===== src/rtl/core/rkat_pkg.sv =====
// Package for the recent-key accumulate table: item and result types,
// key kind codes, total limits and the stepped factor function.
// No dependencies.
package rkat_pkg;

   localparam int TABLE_DEPTH_DEFAULT = 16;

   localparam int ID_W     = 31;
   localparam int AMOUNT_W = 16;
   localparam int FACTOR_W = 7;
   localparam int KIND_W   = 2;

   // stored kind codes; empty never matches a lookup
   localparam logic [KIND_W-1:0] KIND_EMPTY   = 2'd0;
   localparam logic [KIND_W-1:0] KIND_MONSTER = 2'd1;
   localparam logic [KIND_W-1:0] KIND_PLAYER  = 2'd2;

   localparam logic FUNC_RECORD = 1'b0;
   localparam logic FUNC_QUERY  = 1'b1;

   localparam logic [AMOUNT_W-1:0] TOTAL_MAX = 16'hFFFF;

   // factor steps, in hundredths, and the totals below which each applies
   localparam logic [AMOUNT_W-1:0] STEP_1_LIMIT = 16'd201;
   localparam logic [AMOUNT_W-1:0] STEP_2_LIMIT = 16'd301;
   localparam logic [AMOUNT_W-1:0] STEP_3_LIMIT = 16'd501;
   localparam logic [AMOUNT_W-1:0] STEP_4_LIMIT = 16'd701;
   localparam logic [AMOUNT_W-1:0] STEP_5_LIMIT = 16'd1001;

   localparam logic [FACTOR_W-1:0] FACTOR_FULL   = 7'd100;
   localparam logic [FACTOR_W-1:0] FACTOR_STEP_2 = 7'd95;
   localparam logic [FACTOR_W-1:0] FACTOR_STEP_3 = 7'd85;
   localparam logic [FACTOR_W-1:0] FACTOR_STEP_4 = 7'd65;
   localparam logic [FACTOR_W-1:0] FACTOR_STEP_5 = 7'd45;
   localparam logic [FACTOR_W-1:0] FACTOR_FLOOR  = 7'd30;

   typedef struct packed {
      logic                func;
      logic                requester_is_player;
      logic                victim_kind;
      logic [ID_W-1:0]     victim_id;
      logic [AMOUNT_W-1:0] kill_share;
   } item_type;

   typedef struct packed {
      logic                matched;
      logic [AMOUNT_W-1:0] kill_total;
      logic [FACTOR_W-1:0] xp_factor;
      logic                accepted;
   } result_type;

   function automatic logic [FACTOR_W-1:0] factor_of(input logic [AMOUNT_W-1:0] total);
      logic [FACTOR_W-1:0] f;
      if (total < STEP_1_LIMIT) begin
         f = FACTOR_FULL;
      end else if (total < STEP_2_LIMIT) begin
         f = FACTOR_STEP_2;
      end else if (total < STEP_3_LIMIT) begin
         f = FACTOR_STEP_3;
      end else if (total < STEP_4_LIMIT) begin
         f = FACTOR_STEP_4;
      end else if (total < STEP_5_LIMIT) begin
         f = FACTOR_STEP_5;
      end else begin
         f = FACTOR_FLOOR;
      end
      return f;
   endfunction

endpackage


===== src/rtl/core/rkat_table.sv =====
// Key table of the recent-key accumulate table: parallel key match,
// saturating accumulate, FIFO slot replacement and result formation.
// Depends on rkat_pkg.
module rkat_table #(
   parameter int TableDepth = rkat_pkg::TABLE_DEPTH_DEFAULT
) (
   input  logic                  clock,
   input  logic                  reset,
   input  rkat_pkg::item_type    item,
   input  logic                  commit,   // item leaves for the result register
   output rkat_pkg::result_type  result
);

   localparam int SlotW = $clog2(TableDepth);
   localparam logic [SlotW-1:0] LastSlot = SlotW'(TableDepth - 1);

   logic [rkat_pkg::KIND_W-1:0]   kind_ff  [TableDepth];
   logic [rkat_pkg::ID_W-1:0]     key_ff   [TableDepth];
   logic [rkat_pkg::AMOUNT_W-1:0] total_ff [TableDepth];
   logic [SlotW-1:0]              oldest_ff, oldest_in;

   logic [rkat_pkg::KIND_W-1:0]   kind_code;
   logic                          hit;
   logic [SlotW-1:0]              hit_idx;
   logic [rkat_pkg::AMOUNT_W:0]   sum;
   logic [rkat_pkg::AMOUNT_W-1:0] sat_total;
   logic [rkat_pkg::AMOUNT_W-1:0] new_total;
   logic                          do_record;
   logic [SlotW-1:0]              wr_slot;

   assign kind_code = item.victim_kind ? rkat_pkg::KIND_PLAYER : rkat_pkg::KIND_MONSTER;

   // first matching slot wins
   always_comb begin
      hit     = 1'b0;
      hit_idx = '0;
      for (int i = 0; i < TableDepth; i++) begin
         if (!hit && kind_ff[i] == kind_code && key_ff[i] == item.victim_id) begin
            hit     = 1'b1;
            hit_idx = SlotW'(i);
         end
      end
   end

   assign sum       = {1'b0, total_ff[hit_idx]} + {1'b0, item.kill_share};
   assign sat_total = sum[rkat_pkg::AMOUNT_W] ? rkat_pkg::TOTAL_MAX
                                              : sum[rkat_pkg::AMOUNT_W-1:0];
   assign do_record = commit && item.requester_is_player
                      && (item.func == rkat_pkg::FUNC_RECORD);
   assign wr_slot   = hit ? hit_idx : oldest_ff;

   always_comb begin
      if (item.func == rkat_pkg::FUNC_RECORD) begin
         new_total = hit ? sat_total : item.kill_share;
      end else begin
         new_total = hit ? total_ff[hit_idx] : '0;
      end
   end

   always_comb begin
      if (item.requester_is_player) begin
         result.matched    = hit;
         result.kill_total = new_total;
         result.xp_factor  = rkat_pkg::factor_of(new_total);
         result.accepted   = 1'b1;
      end else begin
         result.matched    = 1'b0;
         result.kill_total = '0;
         result.xp_factor  = rkat_pkg::FACTOR_FULL;
         result.accepted   = 1'b0;
      end
   end

   // advance the replacement pointer on every miss that records
   always_comb begin
      oldest_in = oldest_ff;
      if (do_record && !hit) begin
         oldest_in = (oldest_ff == LastSlot) ? '0 : oldest_ff + SlotW'(1);
      end
   end

   always_ff @(posedge clock) begin
      if (reset) begin
         oldest_ff <= '0;
         for (int i = 0; i < TableDepth; i++) begin
            kind_ff[i] <= rkat_pkg::KIND_EMPTY;
         end
      end else begin
         oldest_ff <= oldest_in;
         if (do_record && !hit) begin
            kind_ff[wr_slot] <= kind_code;
         end
      end
   end

   always_ff @(posedge clock) begin
      if (do_record) begin
         key_ff[wr_slot]   <= item.victim_id;
         total_ff[wr_slot] <= new_total;
      end
   end

endmodule


===== src/rtl/core/recent_key_accumulate_table_top.sv =====
// Top level of the recent-key accumulate table: stream handshake, input
// register and result register around the key table.
// Depends on rkat_pkg and rkat_table.
//
// Usage:
//   req_* carries one item per transfer: a record adds kill_share to the
//   entry for (victim_kind, victim_id), claiming the oldest slot on a miss;
//   a query returns the stored total and the stepped factor. Items whose
//   requester is not a player leave the table untouched and return
//   accepted 0.
//   rsp_* returns exactly one result per item, in order.
//   rsp_tvalid rises once the item has passed the input register, then the
//   result register. Throughput: one item per cycle while results are taken;
//   the table lookup and update sit between the two registers, so each item
//   sees the table as left by the one before.
//   Reset: synchronous, active high. Clears all slots to empty, the
//   replacement pointer to slot 0 and both pipeline valid flags.
//   Stall: when rsp_tready is low, the result register holds, the input
//   register still takes one more item, and then req_tready drops until
//   the result is taken.
module recent_key_accumulate_table_top #(
   parameter int TableDepth = rkat_pkg::TABLE_DEPTH_DEFAULT
) (
   input  logic        clock,
   input  logic        reset,
   input  logic        req_tvalid,
   output logic        req_tready,
   input  logic [47:0] req_tdata,   // victim_id[30:0], kill_share[46:31], zero[47]
   input  logic [2:0]  req_tuser,   // func[0], requester_is_player[1], victim_kind[2]
   output logic        rsp_tvalid,
   input  logic        rsp_tready,
   output logic [23:0] rsp_tdata,   // kill_total[15:0], xp_factor[22:16], zero[23]
   output logic [1:0]  rsp_tuser    // matched[0], accepted[1]
);

   logic                 s1_valid_ff, s1_valid_in;
   rkat_pkg::item_type   s1_item_ff, s1_item_in;
   logic                 rsp_valid_ff, rsp_valid_in;
   rkat_pkg::result_type rsp_result_ff, rsp_result_in;
   rkat_pkg::item_type   req_item;
   logic                 advance;
   logic                 commit;
   rkat_pkg::result_type table_result;

   // unpack the request transfer
   assign req_item.func                = req_tuser[0];
   assign req_item.requester_is_player = req_tuser[1];
   assign req_item.victim_kind         = req_tuser[2];
   assign req_item.victim_id           = req_tdata[30:0];
   assign req_item.kill_share          = req_tdata[46:31];

   // result register empties or is taken this cycle
   assign advance    = !rsp_valid_ff || rsp_tready;
   assign commit     = s1_valid_ff && advance;
   assign req_tready = !s1_valid_ff || advance;

   always_comb begin
      s1_valid_in = s1_valid_ff;
      s1_item_in  = s1_item_ff;
      if (req_tready) begin
         s1_valid_in = req_tvalid;
         s1_item_in  = req_item;
      end
   end

   always_comb begin
      rsp_valid_in  = rsp_valid_ff;
      rsp_result_in = rsp_result_ff;
      if (advance) begin
         rsp_valid_in  = s1_valid_ff;
         rsp_result_in = table_result;
      end
   end

   rkat_table #(
      .TableDepth(TableDepth)
   ) u_table (
      .clock  (clock),
      .reset  (reset),
      .item   (s1_item_ff),
      .commit (commit),
      .result (table_result)
   );

   always_ff @(posedge clock) begin
      if (reset) begin
         s1_valid_ff  <= 1'b0;
         rsp_valid_ff <= 1'b0;
      end else begin
         s1_valid_ff  <= s1_valid_in;
         rsp_valid_ff <= rsp_valid_in;
      end
   end

   // payload registers, no reset
   always_ff @(posedge clock) begin
      s1_item_ff    <= s1_item_in;
      rsp_result_ff <= rsp_result_in;
   end

   assign rsp_tvalid = rsp_valid_ff;
   assign rsp_tdata  = {1'b0, rsp_result_ff.xp_factor, rsp_result_ff.kill_total};
   assign rsp_tuser  = {rsp_result_ff.accepted, rsp_result_ff.matched};

endmodule

===== config.mk =====
export PLATFORM = sky130hd
export DESIGN_NAME = recent_key_accumulate_table_top
export DESIGN_NICKNAME = d
export VERILOG_FILES = /design/src/rtl/core/rkat_pkg.sv /design/src/rtl/core/rkat_table.sv /design/src/rtl/core/recent_key_accumulate_table_top.sv
export SDC_FILE = /design/constraint.sdc
export NUM_CORES = 2
export LEC_CHECK = 0
export BUFFER_PORTS_ARGS = -buffer_cell sky130_fd_sc_hd__buf_2
export CAP_MARGIN = 20
export CORE_MARGIN = 3
export CORE_UTILIZATION = 31
export CTS_BUF_LIST = sky130_fd_sc_hd__clkbuf_16
export CTS_CLUSTER_SIZE = 28
export DETAILED_ROUTE_END_ITERATION = 7
export GPL_TIMING_DRIVEN = 0
export HOLD_SLACK_MARGIN = 0.05
export SLEW_MARGIN = 25
export SYNTH_ARGS = -nofsm -noshare
export SYNTH_HDL_FRONTEND = slang
export SYNTH_SLANG_ARGS = --single-unit
export TNS_END_PERCENT = 50

===== constraint.sdc =====
create_clock -name clock -period 7.9 [get_ports clock]
set_input_delay 1.58 -clock clock [delete_from_list [all_inputs] [get_ports clock]]
set_output_delay 1.58 -clock clock [all_outputs]
set_load 0.02 [all_outputs]

==> summary.md <==
| Metric | Value |
|---|---|
| Via count | `26207` |
| Share of cells above drive strength 1 | `26.33%` |
| Register area share after synthesis | `66.35%` |
| # setup viols final | `3` |
| Hold Path Class | `reg2reg` |
| Failing checks | `setup timing` |
| Switching Fraction | `23.30%` |
| Initial Util | `31.39%` |
| CP Class | `reg2reg` |
| Core Region | `124400 µm²` |
| PortBufs | `79` |
| Finished Core Util | `39.73%` |
| Flops & latches, synth | `865` |
| Family with the most delay on the worst path | `buffers and inverters` |
| Pre-CTS WS | `-3.562 ns` |
| Most frequent cell after synthesis | `edfxtp_1` |
| CTS tree | `yes` |
| Via density | `5.522` |
| Netlist cell types | `90` |
| Global routing usage on met3 | `2.750%` |
| Final period util | `100.0%` |
| Fin crit period | `7.902 ns` |
| Drt first pass iters | `5` |
| Worst hold path endpoint | `rsp_tuser[1]` |
| Final hold viol count | `0` |
| Critical Path Sink Type | `flop` |
| Leak | `16.80 nW` |
| Yosys warns | `0` |
| RSZ-0062 raised after global routing | `true` |
| Switch Pwr | `2.314 mW` |
| Clock skew | `0.03926 ns` |
| ANT nets after route | `0` |
| Final TNS setup | `-0.003565 ns` |
| IO Pins | `83` |
| Grt met1 use | `26.04%` |
| Critical R2R Launch | `s1_item_ff[19]` |
| Largest net degree at the start of global routing | `36` |
| R2r setup slk | `-0.002 ns` |
| Post-synth top area share | `66.04%` |
| First-pass GRT wire length | `181700 µm` |
| Grt ovf | `0` |
| Final wirelength | `132100 µm` |
| Tot Pwr | `9.933 mW` |
| Async S/R FF share, synth | `0%` |
| GRT busiest layer | `met2` |
| WL/cell | `27.83 µm` |
| Clock Tree Buf Depth | `3` |
| Largest area contributor in the synthesized netlist | `edfxtp_1` |
| H-tree levels | `3` |
| Clk Latency, worst-skew pair | `0.65 ns` |
| Avg Cell Area, Syn | `14.80 µm²` |
| Area added between synthesis and finish | `26.59%` |
| Arr. time, crit path | `8.28 ns` |
| Flop pwr share | `51.5%` |
| Die Footprint | `130300 µm²` |
| Status | `finished, violations left` |
| Post-synth EDFFs | `859` |
| Row cnt | `129` |
| Pint | `7.619 mW` |
| Global Route met2 Usage | `31.81%` |
| Drt first-iter violations | `3649` |
| Gate Count Post-Synth | `2639` |
| Vias in the first global route | `24831` |
| Reg2Reg Depth | `39` |
| Nets | `3111` |
| Detailed-placement wirelength estimate | `88560 µm` |
| Power density cells | `200.9 nW/µm²` |
| Hold depth | `0` |
| DIE HEIGHT | `361.0 µm` |
| Ys flop type | `edfxtp_1` |
| Max-slew violations | `0` |
| Max-cap violations | `0` |
| Clock power share | `40.4%` |
| Antenna violations before repair | `6` |
| Post-Syn Area | `39060 µm²` |
| CP max stage cell | `or4_4` |
| Die Span X | `361.0 µm` |
| Post-cts hold buffer count | `0` |
| Critical Path Most Common Cell | `buf_4` |
| Fmax | `126.6 MHz` |
| VDD IR max | `0.1914 mV` |
| Worst EP required | `8.28 ns` |
| Hold slack | `0.4910 ns` |
| CP Buf/Inv Count | `15` |
| DRC | `0` |
| Root Driver | `clkbuf_16` |
| Gr usage total | `19.36%` |
| Slew @ Worst Pin | `0.9490 ns` |
| Kind of start point of the critical path | `flop` |
| Fin worst setup slack | `-0.001620 ns` |
| HP Start | `s1_item_ff[48]` |
| Gpl congestion | `0.8714` |
| Clock slew at reported path FFs | `0.06 ns` |
| Most common library cells after synthesis | `edfxtp_1, xor2_1, xnor2_1` |
| Crit Reg-Reg Endpoint | `rsp_tdata[19]` |
| Largest stage delay, worst path | `0.54 ns` |
| Slew margin rel. | `36.20%` |
| Combinational share of power | `8.1%` |
| Synth area leaders | `edfxtp_1, xor2_1, xnor2_1` |
| Post-Syn Nets | `2712` |
| CP max FO | `10` |
| Clk sinks | `865` |
| Number of CTS-inserted buffers | `85` |
-- registers in the layout (all words and copies together), names as in the netlist, 2 cells and up --
register	count
u_table.oldest_ff	4
u_table.key_ff	496
rsp_tuser	2
rsp_tdata	23
u_table.kind_ff	32
s1_item_ff	50
u_table.total_ff	256
-- per-stage QoR --
stage / area (µm²) / cells
after floorplan: 39070 / 2639
after global placement: 41520 / 4355
after detailed placement: 43350 / 4439
after CTS: 47820 / 4676
after global routing: 49440 / 4745
final: 49440 / 4746
-- how the worst max path moves through the flow --
stage	start	to	cells past startpoint
6_report	s1_item_ff[19]	rsp_tdata[19]	39
5_1_grt	s1_item_ff[23]	rsp_tdata[17]	35
4_1_cts	s1_item_ff[35]	rsp_tdata[19]	36
3_5_place_dp	s1_item_ff[33]	rsp_tdata[19]	36
3_3_place_gp	s1_item_ff[43]	rsp_tdata[18]	33
2_1_floorplan	s1_item_ff[26]	rsp_tdata[19]	32
-- power by group through the flow --
stage | Combinational [mW] | Clock (mW) | Sequential, mW
after CTS | 0.723 | 4.06 | 5.11
after detailed placement | 0.623 | 0 | 5.25
final | 0.807 | 4.01 | 5.11
after floorplan | 0.323 | 0 | 5.23
after global placement | 0.520 | 0 | 5.31
after global routing | 0.835 | 4.24 | 5.11
-- cell usage in the layout (no fill, tap or decap), types with 15 or more instances in the layout --
cell       Yosys  routed
edfxtp_1     859     859
xor2_1       325     309
buf_4         25     166
xnor2_1      187     166
nor4_1       141     101
nand4_1       97      97
clkbuf_16      0      94
buf_2         47      87
nor2_1       110      85
nand2_1       82      76
nand3_1       49      42
and3_1        46      42
buf_12         0      41
buf_8          2      41
inv_1         26      40
nor3_1        53      39
mux2i_1       43      37
buf_6         15      32
buf_16         0      31
mux4_2        29      29
nor4_2         4      28
a21oi_1       43      28
a211oi_1      31      28
nand2b_1      24      22
clkbuf_1      35      20
clkinv_1       1      20
clkinv_2       0      20
nor2b_1       21      19
a21o_1        22      19
nor2_4         0      19
xnor2_2        0      18
o21ai_0       27      16
nor4_4         0      16
and2_1        16      16
a22oi_1       16      15
-- per-layer routing --
metal	vias to the layer above	part of all wire, %
met2	1576	47
met3	313	9.2
met1	13266	39
li1	11048	-
met4	4	4.6
met5	-	0.023
-- kinds of logic (layout without fill, tap and decap cells) --
family / after synthesis / in the layout / share of synthesized area (%)
DFF: 865 / 865 / 66.35
muxes: 82 / 82 / 3.293
other: 1 / 3 / 0.009601
xor gates and xnor gates: 512 / 512 / 11.48
adders and majority gates: 18 / 18 / 0.5958
and+or+nand+nor: 742 / 742 / 10.89
buffers and inverters: 153 / 621 / 2.207
AOI/OAI and AO/OA: 266 / 266 / 5.174
-- area by class of cell --
type | count | area (µm²)
Fill cell | 11222 | 75000
Sequential cell | 865 | 25910
Multi-Input combinational cell | 1621 | 13980
Timing Repair Buffer | 336 | 3605
Clock buffer | 86 | 2152
Tap cell | 1637 | 2048
Buffer | 101 | 1075
Clock inverter | 70 | 556.8
Inverter | 28 | 105.1
Antenna cell | 2 | 5.005
-- timing repair --
action                     CTS  global route
gates resized for setup    248           181
setup endpoints to repair  279            73
buffers inserted            92            73
pin swaps                   51            76
gates cloned                 1             7
Note: power is estimated with default switching activity, not from simulation.
